$ cat config.mk
export PLATFORM = sky130hd
export DESIGN_NAME = k_stacks_shared_store_top
export DESIGN_NICKNAME = d
export VERILOG_FILES = /design/src/hw/rtl/kss_pkg.sv /design/src/hw/rtl/k_stacks_shared_store_top.sv
export SDC_FILE = /design/constraint.sdc
export NUM_CORES = 2
export LEC_CHECK = 0
export ABC_AREA = 1
export BUFFER_PORTS_ARGS = -buffer_cell sky130_fd_sc_hd__buf_4
export CAP_MARGIN = 15
export CORE_UTILIZATION = 40
export DETAILED_ROUTE_END_ITERATION = 10
export REMOVE_ABC_BUFFERS = 1
export SLEW_MARGIN = 20
export SYNTH_ARGS = -nofsm -noshare
export SYNTH_HDL_FRONTEND = slang
export SYNTH_SLANG_ARGS = --single-unit
export TNS_END_PERCENT = 1
$ cat constraint.sdc
create_clock -name clk -period 24.6 [get_ports clk]
set_clock_uncertainty 0.15 [all_clocks]
set_input_delay 6.15 -clock clk [delete_from_list [all_inputs] [get_ports clk]]
set_output_delay 6.15 -clock clk [all_outputs]
set_load 0.01 [all_outputs]
$ cat src/hw/rtl/kss_pkg.sv
package kss_pkg;

  localparam int CAPACITY_DEF   = 32;
  localparam int NUM_STACKS_DEF = 8;

  localparam int REQ_W    = 2;
  localparam int SID_IN_W = 3;
  localparam int VAL_W    = 32;
  localparam int STATUS_W = 2;

  typedef enum logic [REQ_W-1:0] {
    REQ_PUSH = 2'd0,
    REQ_POP  = 2'd1,
    REQ_PEEK = 2'd2
  } req_t;

  typedef enum logic [STATUS_W-1:0] {
    ST_OK        = 2'd0,
    ST_OVERFLOW  = 2'd1,
    ST_UNDERFLOW = 2'd2
  } status_t;

endpackage

$ cat src/hw/rtl/k_stacks_shared_store_top.sv
// Several LIFO stacks kept in one shared value store. Unused slots sit on a
// free list; each stack is a chain of slots linked from its head.
//
// Input channel (in_valid / in_stall): req_type (push, pop, peek; code 3 acts
// as a peek), stack_id and push_value. An item is taken at a clock edge with
// in_valid high and in_stall low.
// Output channel (out_valid / out_stall): status, top_value and is_empty of
// the addressed stack after the operation, one result per item.
//
// All list and head updates are done in the cycle the item is accepted, and
// the result register loads at that edge. Throughput is one item per cycle
// while the receiver keeps up; the single result register sets that figure.
// While out_stall holds a pending result, in_stall is high and the result
// does not change.
//
// Reset (rst, synchronous) empties every stack, puts all slots on the free
// list in order and clears out_valid. Slot values are not cleared; only
// slots written by a push are ever read.
module k_stacks_shared_store_top #(
  parameter int CAPACITY   = kss_pkg::CAPACITY_DEF,
  parameter int NUM_STACKS = kss_pkg::NUM_STACKS_DEF
) (
  input  logic                                 clk,
  input  logic                                 rst,
  input  logic                                 in_valid,
  output logic                                 in_stall,
  input  logic [kss_pkg::REQ_W-1:0]            req_type,
  input  logic [kss_pkg::SID_IN_W-1:0]         stack_id,
  input  logic signed [kss_pkg::VAL_W-1:0]     push_value,
  output logic                                 out_valid,
  input  logic                                 out_stall,
  output logic [kss_pkg::STATUS_W-1:0]         status,
  output logic signed [kss_pkg::VAL_W-1:0]     top_value,
  output logic                                 is_empty
);
  import kss_pkg::*;

  localparam int ADDR_W = $clog2(CAPACITY);
  localparam int SLOT_W = $clog2(CAPACITY + 1);
  localparam int SID_W  = (NUM_STACKS > 1) ? $clog2(NUM_STACKS) : 1;
  localparam int IDW    = (SID_W > SID_IN_W) ? SID_W : SID_IN_W;
  localparam int CW     = IDW + 1;

  localparam logic [SLOT_W-1:0] NULL_SLOT = SLOT_W'(CAPACITY);

  logic [SLOT_W-1:0]        link_store [CAPACITY];
  logic signed [VAL_W-1:0]  value_store [CAPACITY];
  logic [SLOT_W-1:0]        stack_heads [NUM_STACKS];
  logic [SLOT_W-1:0]        free_head;

  logic                     accept;
  req_t                     req;
  logic [CW-1:0]            sid_wide;
  logic [SID_W-1:0]         sid_idx;
  logic                     sid_ok;
  logic [SLOT_W-1:0]        head;
  logic                     head_ok;
  logic                     free_ok;
  logic [ADDR_W-1:0]        head_addr;
  logic [ADDR_W-1:0]        free_addr;
  logic [ADDR_W-1:0]        link_rd_addr;
  logic [SLOT_W-1:0]        link_rd;

  status_t                  status_next;
  logic [SLOT_W-1:0]        free_head_next;
  logic                     head_we;
  logic [SLOT_W-1:0]        head_wd;
  logic                     link_we;
  logic [ADDR_W-1:0]        link_wa;
  logic [SLOT_W-1:0]        link_wd;
  logic                     val_we;
  logic [SLOT_W-1:0]        rd_slot;
  logic                     rd_ok;

  assign in_stall = out_valid & out_stall;
  assign accept   = in_valid & ~in_stall;
  assign req      = req_t'(req_type);

  // Stack ids past the last stack read as an always-empty stack.
  assign sid_wide = CW'(stack_id);
  assign sid_ok   = sid_wide < CW'(NUM_STACKS);
  assign sid_idx  = sid_wide[SID_W-1:0];
  assign head     = sid_ok ? stack_heads[sid_idx] : NULL_SLOT;
  assign head_ok  = head < NULL_SLOT;
  assign free_ok  = free_head < NULL_SLOT;

  assign head_addr    = head[ADDR_W-1:0];
  assign free_addr    = free_head[ADDR_W-1:0];
  assign link_rd_addr = (req == REQ_POP) ? head_addr : free_addr;
  assign link_rd      = link_store[link_rd_addr];

  assign rd_ok = rd_slot < NULL_SLOT;

  always_comb begin
    status_next    = ST_OK;
    free_head_next = free_head;
    head_we        = 1'b0;
    head_wd        = head;
    link_we        = 1'b0;
    link_wa        = free_addr;
    link_wd        = head;
    val_we         = 1'b0;
    rd_slot        = head;
    case (req)
      REQ_PUSH: begin
        if (sid_ok && free_ok) begin
          // Take the first free slot and link it in front of the stack.
          free_head_next = link_rd;
          head_we        = 1'b1;
          head_wd        = free_head;
          link_we        = 1'b1;
          link_wa        = free_addr;
          link_wd        = head;
          val_we         = 1'b1;
        end else begin
          status_next = ST_OVERFLOW;
        end
      end
      REQ_POP: begin
        if (head_ok) begin
          // Unlink the head slot and return it to the front of the free list.
          head_we        = 1'b1;
          head_wd        = link_rd;
          link_we        = 1'b1;
          link_wa        = head_addr;
          link_wd        = free_head;
          free_head_next = head;
          rd_slot        = link_rd;
        end else begin
          status_next = ST_UNDERFLOW;
        end
      end
      default: begin
        if (!head_ok) begin
          status_next = ST_UNDERFLOW;
        end
      end
    endcase
  end

  always_ff @(posedge clk) begin
    if (rst) begin
      out_valid <= 1'b0;
      free_head <= '0;
      for (int i = 0; i < NUM_STACKS; i++) begin
        stack_heads[i] <= NULL_SLOT;
      end
      for (int i = 0; i < CAPACITY; i++) begin
        link_store[i] <= SLOT_W'(i + 1);
      end
    end else begin
      if (accept) begin
        out_valid <= 1'b1;
        free_head <= free_head_next;
        if (head_we) begin
          stack_heads[sid_idx] <= head_wd;
        end
        if (link_we) begin
          link_store[link_wa] <= link_wd;
        end
      end else if (!out_stall) begin
        out_valid <= 1'b0;
      end
    end
  end

  // Value store and result register.
  always_ff @(posedge clk) begin
    if (accept) begin
      if (val_we) begin
        value_store[free_addr] <= push_value;
      end
      status   <= status_next;
      is_empty <= ~(val_we | rd_ok);
      if (val_we) begin
        top_value <= push_value;
      end else if (rd_ok) begin
        top_value <= value_store[rd_slot[ADDR_W-1:0]];
      end else begin
        top_value <= '0;
      end
    end
  end

`ifndef SYNTHESIS
  a_stall_needs_result: assert property (@(posedge clk) disable iff (rst)
    in_stall |-> out_valid)
    else $error("input stalled with no pending result");

  a_push_shows_value: assert property (@(posedge clk) disable iff (rst)
    (accept && req == REQ_PUSH && sid_ok && free_ok) |=>
      (out_valid && status == ST_OK && !is_empty && top_value == $past(push_value)))
    else $error("successful push does not report the pushed value");

  a_underflow_empty: assert property (@(posedge clk) disable iff (rst)
    (out_valid && status == ST_UNDERFLOW) |-> (is_empty && top_value == '0))
    else $error("underflow result not reported as empty");

  a_pop_frees_slot: assert property (@(posedge clk) disable iff (rst)
    (accept && req == REQ_POP && head_ok) |=> (free_head == $past(head)))
    else $error("popped slot not returned to the free list");

  a_free_head_code: assert property (@(posedge clk) disable iff (rst)
    free_head <= NULL_SLOT)
    else $error("free list head holds an invalid code");
`endif

endmodule

### Word level (Yosys, flattened, before mapping)

Memories as Yosys holds them, arrays and structs flattened.
Cells that the tools add are included.

* memory bits (writable): 1264
* bits in registers: 42
* memories kept: 3
* input bits: 41
* output and inout port bits: 37

Memory list
* value_store: depth 32, bits a word 32, read ports 1, clocked after memory_dff 0, wr ports 1, line k_stacks_shared_store_top.sv:47 `logic signed [VAL_W-1:0] value_store [CAPACITY];`
* link_store: depth 32, bits a word 6, read ports 1, clocked after memory_dff 0, wr ports 32, line k_stacks_shared_store_top.sv:46 `logic [SLOT_W-1:0] link_store [CAPACITY];`
* stack_heads: depth 8, bits a word 6, read ports 1, clocked after memory_dff 0, wr ports 8, line k_stacks_shared_store_top.sv:48 `logic [SLOT_W-1:0] stack_heads [NUM_STACKS];`

* reductions and logical operators: 6
* $lt $le $gt $ge: 4
* equal/unequal tests: 4
* bitwise gates (word level): 5
* multiplexer cells: 39

Operators by type and width (count)
* $mux 32: 2
* $mux 6: 10
* $pmux 6 s2: 2
* $mux 5: 4
* $lt 6x6->1 const B: 3
* $mux 1: 17
* $reduce_or 6->1: 2
* $lt 3x4->1 const B: 1
* $mux 2: 2
* $ne 2x2->1 const B: 2
* $reduce_and 4->1: 1
* $mux 3: 1
* $and 1x1->1: 2
* $eq 2x1->1 const B: 1
* $logic_not 2->1: 1
* $ne 2x1->1 const B: 1
* $not 1->1: 2
* $pmux 1 s2: 1
* $reduce_bool 2->1: 1
* $logic_and 1x1->1: 1
* $or 1x1->1: 1

### Longest topological paths before layout

* depth after elaboration: 11
* mapped depth: 29

### Least setup slack after synthesis

Ideal clock, no wire load.

* path kind: in2out
* start point: in out_stall
* end point: out in_stall
* arrival: 6302 ps
* stages: 2
* required time: 18300 ps
* path buffers: 0
* setup slack: 11998 ps
* cell sequence: nand2_1 > inv_1

* longest elaborated chain between the ends: 1

Ends and longest elaborated chain
* start, declared: line k_stacks_shared_store_top.sv:31 `input logic out_stall,`
* $and 1x1->1: line k_stacks_shared_store_top.sv:75 `assign in_stall = out_valid & out_stall;`
* end, declared: line k_stacks_shared_store_top.sv:26 `output logic in_stall,`

Every way passes these cells.

### Worst setup path in the final report

* start point: in req_type[1] in the netlist's numbering
* end point: reg top_value[4] in the netlist's numbering (data pin)

* longest elaborated chain between the ends: 8
* elaborated cells on any way between the ends: 11
* those cells by class: order compare: 1; eq/ne: 1; mux: 6; reduce/logical: 1; memory: 2

Ends and longest elaborated chain
* start, declared: line k_stacks_shared_store_top.sv:27 `input logic [kss_pkg::REQ_W-1:0] req_type,`
* $eq 2x1->1: line k_stacks_shared_store_top.sv:89, k_stacks_shared_store_top.sv:104
* $mux 5: line k_stacks_shared_store_top.sv:89 `assign link_rd_addr = (req == REQ_POP) ? head_addr : free_addr;`
* $mem_v2 32x6
* $mux 6: line k_stacks_shared_store_top.sv:120 `if (head_ok) begin`
* $mux 6: line k_stacks_shared_store_top.sv:104 `case (req)`
* $mem_v2 32x32 / $lt 6x6->1 (equally long branches)
* $mux 32: line k_stacks_shared_store_top.sv:177 `end else if (rd_ok) begin`
* $mux 32 (*): line k_stacks_shared_store_top.sv:175 `if (val_we) begin`
* end signal, assigned: line k_stacks_shared_store_top.sv:176 `top_value <= push_value;`
* end signal, assigned: line k_stacks_shared_store_top.sv:178 `top_value <= value_store[rd_slot[ADDR_W-1:0]];`
* end, declared: line k_stacks_shared_store_top.sv:33 `output logic signed [kss_pkg::VAL_W-1:0] top_value,`

Every way passes the cells marked *; elsewhere a longest branch is shown, timed or not.
A chain may end at the register's enable or synchronous reset.

==> run metrics <==
status=finished clean; Die Span Y=around 380 um; setup slack at placement=roughly 11 ns; critical path data required time=25.08 ns; # DRC=0; CP Capture Type=register; initial cell density of the core=0.405; pin count of the biggest net entering global routing=between 200 and 250; number of synthesized flops with an enable pin=roughly 1,300; Clock Path Buffers=3; M1 wire length=68,700 um; Root Driver=clkbuf_16; Nets=4,912; Port-buffer cells=77; Max Cap Viol=0; max layer used=met5; most used cell, CP=nand3_1; Crit path max-delay family=simple AND/OR/NAND/NOR gates; crit start category=primary input; Clock transition at path regs=approximately 0.060 ns; DP HPWL=73,900 um; metal3 WL=between 10,000 and 15,000 um; vias per cell=5.66; combinational power share=0.136; dominant synthesized flop cell=edfxtp_1; max incr delay on CP=0.88 ns; switching portion of total power=0.268; I/O pin count=78; top-count cell post-synth=nand3_1; Worst-Margin Slew=about 1.4 ns; Horiz. Die Dim=376 um; CP Buf/Inv Count=7; final setup violating endpoints=0; synth-to-layout area growth=11.7%; Post-CTS Setup Bufs=0; part of the Yosys area used for sequential elements=0.701; Cell Int Power=a little under 4000 uW; Clock Latency Late Sink=just under 0.8 ns; wire per inst=roughly 24 um; asr flop ratio synth=0; Critical Path AT=around 14 ns; number of gates resized after cts=0; P_leak=0.0219 uW; RSZ-0062 raised after global routing=false; Clock Sinks=~1,300; post-synthesis cell type count=40; total wire length=163,000 um; grt total ovfl=0; Critical Path Fanout Max=207; DR iter-0 viols=4,803; largest cells by area after synthesis=edfxtp_1, nand3_1, nand2_1, buf_2, nor2_1; Synthesis Warnings=0; via count=roughly 39,000; metal2 WL=between 70,000 and 80,000 um; syn_area_per_cell=about 11 um^2; Final Critical Period=13.03 ns; gpl congestion=0.834; Slew Viols, Final=0; Synth Instances=4,940; fill count=around 13,000; total die area=141,000 um^2; CTS buffer count=around 140; Slew HR=0.0981; clock share of power=0.396; first-pass GRT wire length=240,000 um; CTS tree=done; worst vdd ir=62.9 uV; GRT Overall Usage=0.227; CP max-delay cell=buf_4; Commonest cells post-synth=nand3_1, edfxtp_1, nand2_1, nor2_1, inv_1; part of the power in registers=0.468; final hold vios=0; initial antenna violation count=6; Setup WS post-layout=between 10 and 15 ns; Cell Area, Synth=55,900 um^2; hold_buf cts=0; Max Fclk=~77 MHz; worst min path class=reg -> reg; top cell type's share of synthesized area=0.698; final core occ=0.452; FP Rows=136; CORE AREA=138,000 um^2; First-pass DRT Iterations=6; area leader, netlist=edfxtp_1; H-tree depth=4; ratio of cells with drive above 1 in the final layout=0.0867; Cell Pwr Density=85.2 nW/um^2; Seq cells post-synth=1,306; Crit Path Class=in -> reg; Detail Route Antenna Nets=0; final period utilization=0.530; Net Switching=1430 uW; number of global-route vias before repair=36,900
## placed cells by master, fill, tap and decap left out, drive strengths merged, types with 3 or more instances in the layout
cell type | netlist | final
bufinv | 0 | 12
edfxtp | 1299 | 1299
dfxtp | 7 | 7
clkinvlp | 0 | 3
o211ai | 40 | 40
nand3b | 34 | 34
a31oi | 3 | 3
o22ai | 9 | 9
inv | 235 | 237
nand4 | 4 | 4
o21ai | 49 | 49
nand2 | 1042 | 1042
buf | 278 | 141
nand3 | 1572 | 1572
a221oi | 3 | 3
clkbuf | 76 | 170
o2111ai | 5 | 5
clkinv | 1 | 60
o311ai | 4 | 4
a21oi | 12 | 12
nor2 | 260 | 260
## through the flow
step	total power (uW)	area [um^2]	cells	hold WS, ns	setup TNS (ns)
floorplan	3020	54000	4586	0.315	-101.57
global placement	3250	57800	6590	0.320	0
detailed placement	3250	57800	6590	0.332	0
CTS	5340	62400	6836	0.341	0
global route	5490	62400	6837	0.388	0
finish	5320	62400	6838	0.338	0
## kinds of logic after synthesis
family                 Yosys count  synth area share
AOI/OAI and AO/OA              128            0.0153
DFF                           1306             0.701
and+or+nand+nor               2915             0.235
buffers and inverters          590            0.0490
muxes                            1          0.000179
## metal layers
layer	vias to the layer above	GRT usage
li1	17400	-
met1	19200	0.318
met2	1808	0.361
met3	292	0.0396
met4	6	0.0699
met5	-	0
## worst reg2reg max path, cell delays in order (launching register included)
cell      delay [ns]
edfxtp_1        0.38
inv_1           0.08
nand2_1         0.06
nand3_1         0.08
nand2_1         0.11
o21ai_4         0.14
buf_4           0.57
nand2_4         0.55
buf_4           0.53
nand2_1         0.19
nand3_1         0.07
nand3_1         0.12
nand3_1         0.11
nand3_1         0.24
nand3_4         0.53
nand2_8         0.88
buf_12          0.63
buf_4           1.17
nand2_1         0.13
nand3_1         0.10
nand3_1         0.09
nand3_1         0.14
nand2_1         0.08
nand2_1         0.10
nand3_1         0.09
nand2_1         0.11
## power by group through the flow
stage | Combinational (uW) | Sequential (uW) | Clock, uW
floorplan | 488 | 2530 | 0
global placement | 712 | 2540 | 0
detailed placement | 716 | 2540 | 0
CTS | 718 | 2490 | 2140
global route | 790 | 2490 | 2210
finish | 723 | 2490 | 2110
## sequential cells by signal, summed over array words and instances (netlist names)
register and flops:
out_valid 1, stack_heads 48, is_empty 1, value_store 1024, link_store 192, free_head 6, top_value 32, status 2
## area by class of cell
class | count | area [um^2] | area share
flip-flops and latches | 1306 | 39100 | 0.627
repair buffers | 141 | 1120 | 0.0180
inverters | 236 | 902 | 0.0145
clock inverters | 76 | 767 | 0.0123
multi-input cells | 3044 | 14300 | 0.230
clock buffers | 170 | 3790 | 0.0607
well taps | 1863 | 2330 | 0.0374
diodes | 2 | 5.00 | 0.0000802
## worst paths after layout
| check | start | end | slack, ns | cells after the start |
|---|---|---|---|---|
| worst max register to register | stack_heads[2][0]$_SDFFCE_PN0P_ | top_value[4]$_DFFE_PP_ | 17.02 | 25 |
| worst min-delay path | out_valid$_SDFFE_PP0P_ | out_valid$_SDFFE_PP0P_ | 0.34 | 2 |
| worst max-delay path | req_type[1] | top_value[4]$_DFFE_PP_ | 11.57 | 25 |
| worst min register to register | out_valid$_SDFFE_PP0P_ | out_valid$_SDFFE_PP0P_ | 0.34 | 2 |
Power figures use the tool's default switching activity.
